`src/sv/json_string_escape_defines.svh`:
```
// Assertion macros for the JSON string escaper.
`ifndef JSON_STRING_ESCAPE_DEFINES_SVH
`define JSON_STRING_ESCAPE_DEFINES_SVH

`ifndef ASSERT_OFF
`define JSE_ASSERT(lbl, prop, msg) \
  lbl: assert property (@(posedge clk_i) disable iff (!rst_ni) (prop)) else $error(msg);
`define JSE_ASSERT_NEVER(lbl, cond, msg) \
  `JSE_ASSERT(lbl, !(cond), msg)
`else
`define JSE_ASSERT(lbl, prop, msg)
`define JSE_ASSERT_NEVER(lbl, cond, msg)
`endif

`endif

```
`src/sv/jse_pkg.sv`:
```
`timescale 1ns / 1ps
`default_nettype none

package jse_pkg;

  localparam int unsigned ApbAddrW = 3;
  localparam int unsigned ApbDataW = 32;
  localparam logic RegAsciiOnly = 1'b0;

  localparam logic [1:0] ActStart = 2'd0;
  localparam logic [1:0] ActData  = 2'd1;
  localparam logic [1:0] ActEnd   = 2'd2;

  localparam logic [15:0] ReplacementCp = 16'hfffd;
  localparam logic [15:0] HighSurrBase  = 16'hd800;
  localparam logic [15:0] LowSurrBase   = 16'hdc00;
  localparam logic [20:0] PlaneOne      = 21'h10000;

  localparam logic [7:0] CharQuote  = 8'h22;
  localparam logic [7:0] CharBslash = 8'h5c;
  localparam logic [7:0] CharU      = 8'h75;

  typedef enum logic [2:0] {
    TAIL_NONE,
    TAIL_CHAR,
    TAIL_ESC,
    TAIL_U16,
    TAIL_PAIR
  } tail_e;

  typedef enum logic [1:0] {
    ST_IDLE,
    ST_FLUSH,
    ST_TAIL
  } emit_st_e;

  typedef struct packed {
    logic [1:0]  flush;
    tail_e       kind;
    logic [7:0]  ch;
    logic [15:0] v0;
    logic [15:0] v1;
  } job_t;

  typedef struct packed {
    logic [1:0]  held;
    logic [2:0]  seq_len;
    logic [20:0] acc;
  } utf_st_t;

  function automatic logic [7:0] hex_char(input logic [3:0] d);
    logic [7:0] r;
    if (d < 4'd10) begin
      r = 8'h30 + {4'h0, d};
    end else begin
      r = 8'h57 + {4'h0, d};
    end
    return r;
  endfunction

endpackage

`default_nettype wire

```
`src/sv/jse_in_if.sv`:
```
`timescale 1ns / 1ps
`default_nettype none

interface jse_in_if;
  logic       valid;
  logic       ready;
  logic [1:0] action;
  logic [7:0] data_byte;

  modport source (output valid, output action, output data_byte, input ready);
  modport sink (input valid, input action, input data_byte, output ready);
endinterface

`default_nettype wire

```
`src/sv/jse_out_if.sv`:
```
`timescale 1ns / 1ps
`default_nettype none

interface jse_out_if;
  logic       valid;
  logic       ready;
  logic [7:0] out_char;
  logic       run_end;

  modport source (output valid, output out_char, output run_end, input ready);
  modport sink (input valid, input out_char, input run_end, output ready);
endinterface

`default_nettype wire

```
`src/sv/jse_decoder.sv`:
```
`timescale 1ns / 1ps
`default_nettype none

module jse_decoder (
  input  wire logic [1:0]       action_i,
  input  wire logic [7:0]       data_byte_i,
  input  wire logic             ascii_only_i,
  input  wire jse_pkg::utf_st_t st_i,
  output jse_pkg::utf_st_t      st_o,
  output jse_pkg::job_t         job_o,
  output logic                  job_valid_o
);
  import jse_pkg::*;

  logic [20:0] acc_n;
  logic [20:0] off;
  logic [15:0] hi;
  logic [15:0] lo;
  logic        cont;
  logic        fresh;
  logic [7:0]  b;

  assign b     = data_byte_i;
  assign acc_n = {st_i.acc[14:0], b[5:0]};
  assign off   = acc_n - PlaneOne;
  assign hi    = HighSurrBase + {5'b0, off[20:10]};
  assign lo    = LowSurrBase + {6'b0, off[9:0]};
  assign cont  = (b[7:6] == 2'b10);

  always_comb begin
    st_o      = st_i;
    job_o     = '0;
    job_o.kind = TAIL_NONE;
    fresh     = 1'b0;

    unique case (action_i)
      ActStart: begin
        st_o       = '0;
        job_o.kind = TAIL_CHAR;
        job_o.ch   = CharQuote;
      end
      ActData: begin
        if (st_i.held != 2'd0 && cont) begin
          if (({1'b0, st_i.held} + 3'd1) >= st_i.seq_len) begin
            st_o = '0;
            if (acc_n[20:16] == 5'd0) begin
              job_o.kind = TAIL_U16;
              job_o.v0   = acc_n[15:0];
            end else begin
              job_o.kind = TAIL_PAIR;
              job_o.v0   = hi;
              job_o.v1   = lo;
            end
          end else begin
            st_o.held = st_i.held + 2'd1;
            st_o.acc  = acc_n;
          end
        end else begin
          job_o.flush = st_i.held;
          st_o        = '0;
          fresh       = 1'b1;
        end
      end
      ActEnd: begin
        job_o.flush = st_i.held;
        st_o        = '0;
        job_o.kind  = TAIL_CHAR;
        job_o.ch    = CharQuote;
      end
      default: begin
      end
    endcase

    if (fresh) begin
      priority if (b == CharQuote) begin
        job_o.kind = TAIL_ESC;
        job_o.ch   = CharQuote;
      end else if (b == CharBslash) begin
        job_o.kind = TAIL_ESC;
        job_o.ch   = CharBslash;
      end else if (b == 8'h08) begin
        job_o.kind = TAIL_ESC;
        job_o.ch   = "b";
      end else if (b == 8'h0c) begin
        job_o.kind = TAIL_ESC;
        job_o.ch   = "f";
      end else if (b == 8'h0a) begin
        job_o.kind = TAIL_ESC;
        job_o.ch   = "n";
      end else if (b == 8'h0d) begin
        job_o.kind = TAIL_ESC;
        job_o.ch   = "r";
      end else if (b == 8'h09) begin
        job_o.kind = TAIL_ESC;
        job_o.ch   = "t";
      end else if (b < 8'h20) begin
        job_o.kind = TAIL_U16;
        job_o.v0   = {8'h00, b};
      end else if (!ascii_only_i || !b[7]) begin
        job_o.kind = TAIL_CHAR;
        job_o.ch   = b;
      end else if (b[7:5] == 3'b110) begin
        st_o.held    = 2'd1;
        st_o.seq_len = 3'd2;
        st_o.acc     = {16'd0, b[4:0]};
      end else if (b[7:4] == 4'b1110) begin
        st_o.held    = 2'd1;
        st_o.seq_len = 3'd3;
        st_o.acc     = {17'd0, b[3:0]};
      end else if (b[7:3] == 5'b11110) begin
        st_o.held    = 2'd1;
        st_o.seq_len = 3'd4;
        st_o.acc     = {18'd0, b[2:0]};
      end else begin
        job_o.kind = TAIL_U16;
        job_o.v0   = ReplacementCp;
      end
    end
  end

  assign job_valid_o = (job_o.flush != 2'd0) || (job_o.kind != TAIL_NONE);

endmodule

`default_nettype wire

```
`src/sv/jse_emitter.sv`:
```
`timescale 1ns / 1ps
`default_nettype none

module jse_emitter (
  input  wire logic          clk_i,
  input  wire logic          rst_ni,
  input  wire logic          load_i,
  input  wire jse_pkg::job_t job_i,
  output logic               busy_o,
  output logic               out_valid_o,
  input  wire logic          out_ready_i,
  output logic [7:0]         out_char_o,
  output logic               out_end_o
);
  import jse_pkg::*;

  emit_st_e    st_q, st_d;
  logic [2:0]  pos_q, pos_d;
  logic [1:0]  cnt_q, cnt_d;
  logic [15:0] sh_q, sh_d;
  logic [15:0] v0_q, v0_d;
  logic [15:0] v1_q, v1_d;
  tail_e       kind_q, kind_d;
  logic [7:0]  ch_q, ch_d;
  logic        second_q, second_d;
  logic        out_valid_q, out_valid_d;
  logic [7:0]  out_char_q, out_char_d;
  logic        out_end_q, out_end_d;

  logic        step;
  logic        in_u16;
  logic        seg_last;
  logic [7:0]  seg_char;

  assign step   = (st_q != ST_IDLE) && (!out_valid_q || out_ready_i);
  assign in_u16 = (st_q == ST_FLUSH) || (kind_q == TAIL_U16) || (kind_q == TAIL_PAIR);

  // shared digit unit: top nibble of the shift register to hex
  always_comb begin
    if (in_u16) begin
      seg_last = (pos_q == 3'd5);
      if (pos_q == 3'd0) begin
        seg_char = CharBslash;
      end else if (pos_q == 3'd1) begin
        seg_char = CharU;
      end else begin
        seg_char = hex_char(sh_q[15:12]);
      end
    end else if (kind_q == TAIL_ESC) begin
      seg_last = (pos_q == 3'd1);
      seg_char = (pos_q == 3'd0) ? CharBslash : ch_q;
    end else begin
      seg_last = 1'b1;
      seg_char = ch_q;
    end
  end

  always_comb begin
    st_d        = st_q;
    pos_d       = pos_q;
    cnt_d       = cnt_q;
    sh_d        = sh_q;
    v0_d        = v0_q;
    v1_d        = v1_q;
    kind_d      = kind_q;
    ch_d        = ch_q;
    second_d    = second_q;
    out_valid_d = out_valid_q && !out_ready_i;
    out_char_d  = out_char_q;
    out_end_d   = out_end_q;

    if (load_i) begin
      st_d     = (job_i.flush != 2'd0) ? ST_FLUSH : ST_TAIL;
      cnt_d    = job_i.flush;
      sh_d     = (job_i.flush != 2'd0) ? ReplacementCp : job_i.v0;
      v0_d     = job_i.v0;
      v1_d     = job_i.v1;
      kind_d   = job_i.kind;
      ch_d     = job_i.ch;
      pos_d    = 3'd0;
      second_d = 1'b0;
    end

    if (step) begin
      out_valid_d = 1'b1;
      out_char_d  = seg_char;
      out_end_d   = 1'b0;
      pos_d       = pos_q + 3'd1;
      if (in_u16 && pos_q >= 3'd2) begin
        sh_d = {sh_q[11:0], 4'h0};
      end
      if (seg_last) begin
        pos_d = 3'd0;
        unique case (st_q)
          ST_FLUSH: begin
            if (cnt_q > 2'd1) begin
              cnt_d = cnt_q - 2'd1;
              sh_d  = ReplacementCp;
            end else if (kind_q == TAIL_NONE) begin
              st_d      = ST_IDLE;
              out_end_d = 1'b1;
            end else begin
              st_d = ST_TAIL;
              sh_d = v0_q;
            end
          end
          ST_TAIL: begin
            if (kind_q == TAIL_PAIR && !second_q) begin
              second_d = 1'b1;
              sh_d     = v1_q;
            end else begin
              st_d      = ST_IDLE;
              out_end_d = 1'b1;
            end
          end
          ST_IDLE: begin
          end
        endcase
      end
    end
  end

  always_ff @(posedge clk_i or negedge rst_ni) begin
    if (!rst_ni) begin
      st_q        <= ST_IDLE;
      out_valid_q <= 1'b0;
      cnt_q       <= 2'd0;
      pos_q       <= 3'd0;
      second_q    <= 1'b0;
    end else begin
      st_q        <= st_d;
      out_valid_q <= out_valid_d;
      cnt_q       <= cnt_d;
      pos_q       <= pos_d;
      second_q    <= second_d;
    end
  end

  always_ff @(posedge clk_i) begin
    sh_q       <= sh_d;
    v0_q       <= v0_d;
    v1_q       <= v1_d;
    kind_q     <= kind_d;
    ch_q       <= ch_d;
    out_char_q <= out_char_d;
    out_end_q  <= out_end_d;
  end

  assign busy_o      = (st_q != ST_IDLE);
  assign out_valid_o = out_valid_q;
  assign out_char_o  = out_char_q;
  assign out_end_o   = out_end_q;

endmodule

`default_nettype wire

```
`src/sv/json_string_escape.sv`:
```
// JSON string escaper.
// in_i takes framed items: action start, data byte or end. out_o gives the
// quoted, escaped text one character per transfer; run_end marks the last
// character caused by an item. Both use valid/ready; a transfer happens when
// both are high at a rising clock edge.
// Each item is decoded in the cycle it is accepted; its characters are then
// produced by a sequencer around one shared hex digit / shift unit, one
// character per cycle into the output register while out_o is not stalled.
// An item with characters keeps in_i.ready low until its last character
// is in the output register; the job is registered in the sequencer first.
// Items causing no character (a UTF-8 lead or middle byte, unused action)
// leave in_i.ready high. Up to 24 characters per item.
// The next item is accepted while the last character still waits in the
// output register. A stalled receiver holds the output register and stops
// the sequencer.
// APB register 0 (address 0), bit 0: ascii_only, reset 1. Write only while idle.
// Reset clears the UTF-8 gathering state and empties the output.
`timescale 1ns / 1ps
`default_nettype none
`include "json_string_escape_defines.svh"

module json_string_escape (
  input  wire logic                           clk_i,
  input  wire logic                           rst_ni,
  jse_in_if.sink                              in_i,
  jse_out_if.source                           out_o,
  input  wire logic                           psel_i,
  input  wire logic                           penable_i,
  input  wire logic                           pwrite_i,
  input  wire logic [jse_pkg::ApbAddrW-1:0]   paddr_i,
  input  wire logic [jse_pkg::ApbDataW-1:0]   pwdata_i,
  output logic      [jse_pkg::ApbDataW-1:0]   prdata_o,
  output logic                                pready_o
);
  import jse_pkg::*;

  logic    ascii_q, ascii_d;
  utf_st_t utf_q, utf_d;
  utf_st_t utf_nxt;
  job_t    job;
  logic    job_valid;
  logic    busy;
  logic    in_acc;
  logic    cfg_wr;

  assign pready_o = 1'b1;
  assign cfg_wr   = psel_i && penable_i && pwrite_i && (paddr_i[2] == RegAsciiOnly);
  assign ascii_d  = cfg_wr ? pwdata_i[0] : ascii_q;
  assign prdata_o = (paddr_i[2] == RegAsciiOnly) ? {{(ApbDataW-1){1'b0}}, ascii_q} : '0;

  assign in_i.ready = !busy;
  assign in_acc     = in_i.valid && !busy;
  assign utf_d      = in_acc ? utf_nxt : utf_q;

  jse_decoder u_dec (
    .action_i     (in_i.action),
    .data_byte_i  (in_i.data_byte),
    .ascii_only_i (ascii_q),
    .st_i         (utf_q),
    .st_o         (utf_nxt),
    .job_o        (job),
    .job_valid_o  (job_valid)
  );

  jse_emitter u_emit (
    .clk_i       (clk_i),
    .rst_ni      (rst_ni),
    .load_i      (in_acc && job_valid),
    .job_i       (job),
    .busy_o      (busy),
    .out_valid_o (out_o.valid),
    .out_ready_i (out_o.ready),
    .out_char_o  (out_o.out_char),
    .out_end_o   (out_o.run_end)
  );

  always_ff @(posedge clk_i or negedge rst_ni) begin
    if (!rst_ni) begin
      ascii_q <= 1'b1;
      utf_q   <= '0;
    end else begin
      ascii_q <= ascii_d;
      utf_q   <= utf_d;
    end
  end

  `JSE_ASSERT(a_job_starts, (in_acc && job_valid) |=> busy, "accepted job did not start")
  `JSE_ASSERT(a_mid_run_busy, (out_o.valid && !out_o.run_end) |-> busy, "run ended early")
  `JSE_ASSERT_NEVER(a_held_bad, (utf_q.held != 2'd0) && (utf_q.held >= utf_q.seq_len), "held count past length")
  `JSE_ASSERT_NEVER(a_idle_len, (utf_q.held == 2'd0) && (utf_q.seq_len != 3'd0), "stale sequence length")

endmodule

`default_nettype wire

```
`src/flat_wrapper.sv`:
```
// flat-port wrapper written by rule: the top's interface ports become plain ports
module json_string_escape_flat import jse_pkg::*;
  (clk_i, rst_ni, psel_i, penable_i, pwrite_i, paddr_i, pwdata_i, prdata_o, pready_o, in_i_valid, in_i_action, in_i_data_byte, in_i_ready, out_o_valid, out_o_out_char, out_o_run_end, out_o_ready);
  jse_in_if in_i_i ();
  jse_out_if out_o_i ();
  input  wire logic clk_i;
  input  wire logic rst_ni;
  input  wire logic psel_i;
  input  wire logic penable_i;
  input  wire logic pwrite_i;
  input  wire logic [jse_pkg::ApbAddrW-1:0] paddr_i;
  input  wire logic [jse_pkg::ApbDataW-1:0] pwdata_i;
  output logic      [jse_pkg::ApbDataW-1:0] prdata_o;
  output logic pready_o;
  input wire logic [$bits(in_i_i.valid)-1:0] in_i_valid;
  input wire logic [$bits(in_i_i.action)-1:0] in_i_action;
  input wire logic [$bits(in_i_i.data_byte)-1:0] in_i_data_byte;
  output wire logic [$bits(in_i_i.ready)-1:0] in_i_ready;
  output wire logic [$bits(out_o_i.valid)-1:0] out_o_valid;
  output wire logic [$bits(out_o_i.out_char)-1:0] out_o_out_char;
  output wire logic [$bits(out_o_i.run_end)-1:0] out_o_run_end;
  input wire logic [$bits(out_o_i.ready)-1:0] out_o_ready;
  assign in_i_i.valid = in_i_valid;
  assign in_i_i.action = in_i_action;
  assign in_i_i.data_byte = in_i_data_byte;
  assign in_i_ready = in_i_i.ready;
  assign out_o_valid = out_o_i.valid;
  assign out_o_out_char = out_o_i.out_char;
  assign out_o_run_end = out_o_i.run_end;
  assign out_o_i.ready = out_o_ready;
  json_string_escape u_core (.clk_i(clk_i), .rst_ni(rst_ni), .in_i(in_i_i), .out_o(out_o_i), .psel_i(psel_i), .penable_i(penable_i), .pwrite_i(pwrite_i), .paddr_i(paddr_i), .pwdata_i(pwdata_i), .prdata_o(prdata_o), .pready_o(pready_o));
endmodule
```
`config.mk`:
```
export PLATFORM = sky130hd
export DESIGN_NAME = json_string_escape_flat
export DESIGN_NICKNAME = d
export VERILOG_FILES = /design/src/sv/jse_pkg.sv /design/src/sv/jse_in_if.sv /design/src/sv/jse_out_if.sv /design/src/sv/jse_decoder.sv /design/src/sv/jse_emitter.sv /design/src/sv/json_string_escape.sv /design/src/flat_wrapper.sv
export VERILOG_INCLUDE_DIRS = /design/src /design/src/sv
export SDC_FILE = /design/constraint.sdc
export NUM_CORES = 1
export LEC_CHECK = 0
export BUFFER_PORTS_ARGS = -buffer_cell sky130_fd_sc_hd__buf_2
export CELL_PAD_IN_SITES_DETAIL_PLACEMENT = 1
export CELL_PAD_IN_SITES_GLOBAL_PLACEMENT = 2
export CORE_ASPECT_RATIO = 0.5
export CORE_MARGIN = 4
export CORE_UTILIZATION = 25
export CTS_CLUSTER_SIZE = 16
export DETAILED_ROUTE_END_ITERATION = 6
export GPL_TIMING_DRIVEN = 0
export PLACE_DENSITY_LB_ADDON = 0.1
export SYNTH_ARGS = -nofsm -noshare
export SYNTH_HDL_FRONTEND = slang
export SYNTH_HIERARCHICAL = 1
export SYNTH_SLANG_ARGS = --single-unit
```
`constraint.sdc`:
```
create_clock -name clk_i -period 5.9 [get_ports clk_i]
set_input_delay 0.59 -clock clk_i [delete_from_list [all_inputs] [get_ports clk_i]]
set_output_delay 0.59 -clock clk_i [all_outputs]
set_load 0.02 [all_outputs]
```
## Yosys cells after proc, flatten, opt, wreduce, memory -nomap -nowiden

Cells that the tools add are included.

- Flip-flop bits (word level): 104
- Input port bits: 52
- Output and inout bits: 44

- $add $sub $neg: 9
- $lt $le $gt $ge: 5
- Equality and inequality tests: 20
- Muxes and demuxes: 103
- Bitwise operators: 4
- Reduce and logical (&&, ||, !) cells: 32

Operator list:

| operator | count |
|---|---|
| 26-bit 2-to-1 mux | 14 |
| 16-bit 2-to-1 mux | 22 |
| 32-bit 2-to-1 mux | 3 |
| 11-bit 2-to-1 mux | 7 |
| 8-bit 2-to-1 mux | 8 |
| 26-bit one-hot mux with 2 select lines | 1 |
| 8-bit by 4-bit == test with 1-bit output (second input constant) | 5 |
| 3-bit 2-to-1 mux | 12 |
| 16-bit one-hot mux with 2 select lines | 1 |
| 2-bit 2-to-1 mux | 14 |
| 27-bit 2-to-1 mux | 1 |
| 21-bit 2-to-1 mux | 1 |
| 21-bit by 17-bit subtractor with 21-bit output (second input constant) | 1 |
| 15-bit by 11-bit adder with 16-bit output (first input constant) | 1 |
| 15-bit by 12-bit adder with 16-bit output (first input constant) | 1 |
| 1-bit 2-to-1 mux | 14 |
| 1-bit logical AND | 10 |
| 3-bit == test (second input constant) | 3 |
| 7-bit by 4-bit adder with 8-bit output (first input constant) | 1 |
| 8-bit by 6-bit == test with 1-bit output (second input constant) | 1 |
| 8-bit by 7-bit == test with 1-bit output (second input constant) | 1 |
| 8-bit by 6-bit < comparator with 1-bit output (second input constant) | 1 |
| 2-bit one-hot mux with 2 select lines | 2 |
| 2-bit nonzero test | 4 |
| other kinds (27) | 44 |

## Logic depth before layout (Yosys ltp)

- Word-level depth: 29
- Depth in mapped cells: 15
- Depth with buffers taken out: 14

## Cells and area by module

Netlist, hierarchy kept.

By module, submodules not included:

| module | instances | cells each | area each (µm²) | seq. area each (µm²) |
|---|---|---|---|---|
| jse_emitter | 1 | 363 | 3,976.3 | 2,107.0 |
| jse_decoder | 1 | 246 | 1,572.8 | 0.0 |
| json_string_escape | 1 | 96 | 1,365.1 | 676.9 |

## Least setup slack after synthesis

OpenSTA, ideal clock, no wires.

- Path type: flip-flop to flip-flop
- Start point: register u_core/utf_q[24] (netlist name)
- End point: register u_core.u_emit.pos_q[2]
- Data arrival time: 3.933 ns
- Data required time: 5.769 ns
- Path slack: 1.836 ns
- Stages on the path, launching flop included: 15
- Period minus slack after synthesis: 4.064 ns
- Cell sequence: dfrtp_1 -> inv_1 -> ha_1 -> ha_1 -> nand2_1 -> o21ai_2 -> nand4_2 -> a211o_1 -> nand4_1 -> and2_1 -> buf_1 -> buf_1 -> nor2_1 -> o21ai_0 -> o41ai_1

- Word-level cells in the longest chain between the ends: 22

RTL lines:

| item | RTL line | source |
|---|---|---|
| from (decl) | json_string_escape.sv:38 | `utf_st_t utf_q, utf_d;` |
| from (signal assigned) | json_string_escape.sv:83 | `utf_q <= utf_d;` |
| 2-bit by 1-bit adder with 3-bit output | jse_decoder.sv:44 | `if (({1'b0, st_i.held} + 3'd1) >= st_i.seq_len) begin` |
| 3-bit >= comparator | jse_decoder.sv:44 |  |
| 3-bit 2-to-1 mux | jse_decoder.sv:44 |  |
| 3-bit 2-to-1 mux | jse_decoder.sv:43 | `if (st_i.held != 2'd0 && cont) begin` |
| 3-bit one-hot mux with 2 select lines | jse_decoder.sv:36 | `unique case (action_i)` |
| 3-bit 2-to-1 mux | jse_decoder.sv:110 | `end else if (b[7:3] == 5'b11110) begin` |
| 3-bit 2-to-1 mux | jse_decoder.sv:106 | `end else if (b[7:4] == 4'b1110) begin` |
| 3-bit 2-to-1 mux | jse_decoder.sv:102 | `end else if (b[7:5] == 3'b110) begin` |
| [... 7 more ...] | - |  |
| 11-bit 2-to-1 mux | jse_decoder.sv:78 | `end else if (b == CharBslash) begin` |
| 11-bit 2-to-1 mux | jse_decoder.sv:75 | `priority if (b == CharQuote) begin` |
| 27-bit 2-to-1 mux | jse_decoder.sv:74 | `if (fresh) begin` |
| 3-bit nonzero test | jse_decoder.sv:121 | `assign job_valid_o = (job_o.flush != 2'd0) \|\| (job_o.kind != TAIL_NONE);` |
| 1-bit logical OR * | jse_decoder.sv:121 |  |
| named net u_core.job_valid | json_string_escape.sv:41 | `logic job_valid;` |
| 1-bit logical AND * | json_string_escape.sv:68 | `.load_i (in_acc && job_valid),` |
| 2-bit nonzero test (no source line) * | - |  |
| to (signal assigned) | jse_emitter.sv:134 | `pos_q <= pos_d;` |
| to (decl) | jse_emitter.sv:18 | `logic [2:0] pos_q, pos_d;` |

Mark *: on every way through the listed nets, which the timed path passes. The rest lies on a longest branch.
A chain may end at the register's enable or synchronous reset.

## Worst setup path in the final report

- Start point: register u_core/utf_q[24] (netlist name)
- End point: register u_core.u_emit.sh_q[13]

- Word-level cells in the longest chain between the ends: 28

RTL lines:

| item | RTL line | source |
|---|---|---|
| 2-bit by 1-bit adder with 3-bit output | jse_decoder.sv:44 |  |
| 3-bit >= comparator | jse_decoder.sv:44 |  |
| 3-bit 2-to-1 mux | jse_decoder.sv:44 |  |
| 3-bit 2-to-1 mux | jse_decoder.sv:43 |  |
| 3-bit one-hot mux with 2 select lines | jse_decoder.sv:36 |  |
| 3-bit 2-to-1 mux | jse_decoder.sv:110 |  |
| 3-bit 2-to-1 mux | jse_decoder.sv:106 |  |
| 3-bit 2-to-1 mux | jse_decoder.sv:102 |  |
| [... 12 more ...] | - |  |
| named net u_core.job_valid | json_string_escape.sv:41 |  |
| [... 1 more ...] | - |  |
| 16-bit 2-to-1 mux * | jse_emitter.sv:72 | `if (load_i) begin` |
| 16-bit 2-to-1 mux | jse_emitter.sv:89 | `if (in_u16 && pos_q >= 3'd2) begin` |
| 16-bit 2-to-1 mux | jse_emitter.sv:99 | `end else if (kind_q == TAIL_NONE) begin` |
| 16-bit 2-to-1 mux | jse_emitter.sv:96 | `if (cnt_q > 2'd1) begin` |
| 16-bit one-hot mux with 2 select lines | jse_emitter.sv:94 | `unique case (st_q)` |
| 16-bit 2-to-1 mux | jse_emitter.sv:92 | `if (seg_last) begin` |
| 16-bit 2-to-1 mux * | jse_emitter.sv:84 | `if (step) begin` |
| named net u_core.u_emit.sh_d[13] | jse_emitter.sv:20 | `logic [15:0] sh_q, sh_d;` |
| to (signal assigned) | jse_emitter.sv:140 | `sh_q <= sh_d;` |
| to (decl) | jse_emitter.sv:20 |  |

Marks and branches as above.

==> metrics.md <==
| Metric | Value |
|---|---|
| Hold Crit Class | input pin to async pin |
| Period utilization | 76.5% |
| Global-route wire length before repair | 36000 um |
| Fin area | 7620 um2 |
| Tot GR Track Use | 16.3% |
| Worst Skew | 13.5 ps |
| Status | finished, violations left |
| Slew Limit Fails | 0 |
| Clock tree buffer depth | 2 |
| Reg power frac | 35.3% |
| Setup TNS | 0 ps |
| Vias per cell | 4.88 |
| Layout Cells excl Fill | 1100 |
| Minimum clock period | 4510 ps |
| Routability cong. | 0.803 |
| Core Region | 25600 um2 |
| I/O pins | 96 |
| Worst hold slack | 331 ps |
| Max-Cap Viols | 0 |
| Crit path from | u_core/utf_q[24] |
| R2r startpoint | u_core/utf_q[24] |
| WP data arrival | 4780 ps |
| Routed vias | 5373 |
| Drt drc | 3 |
| Initial antenna violation count | 0 |
| Setup crit end kind | register |
| Path depth of the worst reg2reg path | 16 |
| Crit Path Category | register to register |
| NetSw | 1.18 mW |
| Post-DP HPWL | 17000 um |
| Clock-pin slew on the worst setup and hold paths | 70 ps |
| Internal power | 1.68 mW |
| Post-Route WL | 23200 um |
| Mapped cell area | 6630 um2 |
| Initial DRC Count | 457 |
| PostCTS Resize Cnt | 0 |
| Post-Place Cell Area | 7330 um2 |
| Row Count | 41 |
| Leak | 3.30 nW |
| Power share of the clock group | 21.2% |
| DP Cell Count | 1084 |
| Die X | 238 um |
| N_diodes | 0 |
| # setup viols final | 0 |
| Post-synthesis average cell area | 9.73 um2 |
| Cells after synthesis | 681 |
| Full die area | 29300 um2 |
| Area Growth Syn to Fin | 15.0% |
| Chip height | 123 um |
| Sink Count | 98 |
| Reg-to-reg slack, setup | 1390 ps |
| CTS tree | built |
| Post-DRT Antenna Nets | 0 |
| Fraction of layout cells with a size suffix above 1 | 20.6% |
| Combinational fraction of design power | 43.5% |
| Hold violation total from the final report | 0 |
| Drt wl/cell | 21.1 um |
| Net Sw Frac | 41.3% |
| Clk Latency, worst-skew pair | 370 ps |
| DRT Pass-1 Iters | 7 |
| Worst EP required | 6160 ps |
| Setup bufs post-CTS | 0 |
| Max Clk Rate | 222 MHz |
| Port buffer count | 28 |
| Slew Limit Headroom | 42.9% |
| Worst-path fanout max | 31 |
| Gr ovfl total | 0 |
| RSZ-0062 raised after global routing | false |
| Power density over the cells | 376 nW/um2 |
| CTS root buffer | clkbuf_16 |
| Failing checks | DRC |
| Crit start category | register |
| Initial core utilization | 25.8% |
| Largest net degree at the start of global routing | 32 |
| Final Net Count | 822 |
| CTS Buf Count | 9 |
| R2r endpoint | u_core/u_emit/sh_q[13] |
| Number of H-tree levels | 3 |
| Vias in the first global route | 5691 |
| Hold_buf cts | 0 |
| Slew @ Worst Pin | 857 ps |
| Yosys warnings | 6 |
| Max IR drop VDD | 0.130 mV |
through the flow:
| stage | worst slack, ps | util, % | power [mW] |
|---|---|---|---|
| 2_1_floorplan | 1840 | - | 1.85 |
| 3_3_place_gp | 296 | 28.5 | 2.25 |
| 3_5_place_dp | 1410 | 28.6 | 2.26 |
| 4_1_cts | 1390 | 29.7 | 2.89 |
| 5_1_grt | 1020 | 29.7 | 3.05 |
| 6_report | 1390 | 29.7 | 2.86 |
metal layers:
metal  wire length [um]  vias to the layer above  global-route usage [%]
li1                   -                     2555                       -
met3                899                        9                    3.48
met5                  0                        -                       0
met2               9770                      100                    24.3
met4                179                        0                    3.30
met1              12400                     2709                    24.5
registers in the layout, summed over array words and instances, names as in the netlist:
register                   flops
u_core/utf_q                  20
u_core/u_emit/sh_q            16
u_core/u_emit/v0_q            16
u_core/u_emit/v1_q            16
u_core/u_emit/ch_q             8
u_core/u_emit/out_char_o       8
u_core/u_emit/kind_q           3
u_core/u_emit/pos_q            3
u_core/u_emit/cnt_q            2
u_core/u_emit/st_q             2
u_core/ascii_q                 1
u_core/u_emit/out_end_o        1
u_core/u_emit/out_valid_o      1
u_core/u_emit/second_q         1
layout by cell type, fill, tap and decap left out, types with 7 or more instances in the layout:
cell type / instances
a21o_1: 13
a21oi_1: 30
a222oi_1: 12
a22oi_1: 14
a32oi_1: 12
and2_1: 13
and3_1: 7
buf_2: 36
buf_4: 43
buf_6: 10
clkbuf_1: 21
clkbuf_16: 9
conb_1: 33
dfrtp_1: 29
dfxtp_1: 16
edfxtp_1: 52
ha_1: 19
inv_1: 20
mux2_4: 18
mux2i_1: 32
nand2_1: 69
nand3_1: 12
nor2_1: 60
nor2b_1: 9
nor3_1: 19
o21ai_0: 30
worst max-delay path, cell delays in order (launching register included):
cell and delay, ps:
dfrtp_1 460, inv_1 120, ha_1 340, ha_1 290, nand2_1 60, o21ai_2 210
nand4_2 240, a211o_1 370, nand4_1 90, and2_2 440, buf_12 280, clkbuf_1 480
o31ai_1 230, o21ai_0 210, mux2i_1 130, a21o_1 180, a32oi_1 280
worst max-delay path by stage:
stage | end | slack, ps | cells past startpoint
after floorplan | u_core/u_emit/pos_q[2] | 1840 | 14
after global placement | u_core/u_emit/sh_q[13] | 300 | 14
after detailed placement | u_core/u_emit/pos_q[2] | 1410 | 15
after CTS | u_core/u_emit/sh_q[13] | 1390 | 16
final | u_core/u_emit/sh_q[13] | 1390 | 16
after global routing | u_core/u_emit/pos_q[2] | 1020 | 15
power groups by stage:
stage	combinational, mW	clock, mW	sequential, mW
2_1_floorplan	0.842	0	1.01
4_1_cts	1.24	0.639	1.01
5_1_grt	1.36	0.658	1.03
6_report	1.24	0.607	1.01
3_5_place_dp	1.23	0	1.02
3_3_place_gp	1.23	0	1.03
final cells by class:
type	count	area [um2]
inverters	22	82.6
repair buffers	29	160
plain buffers	85	586
flip-flops and latches	98	2630
multi-input cells	506	3440
fillers	2957	18000
clock inverters	5	55.1
clock buffers	11	233
well taps	344	430
Note: power is estimated with default switching activity, not from simulation.
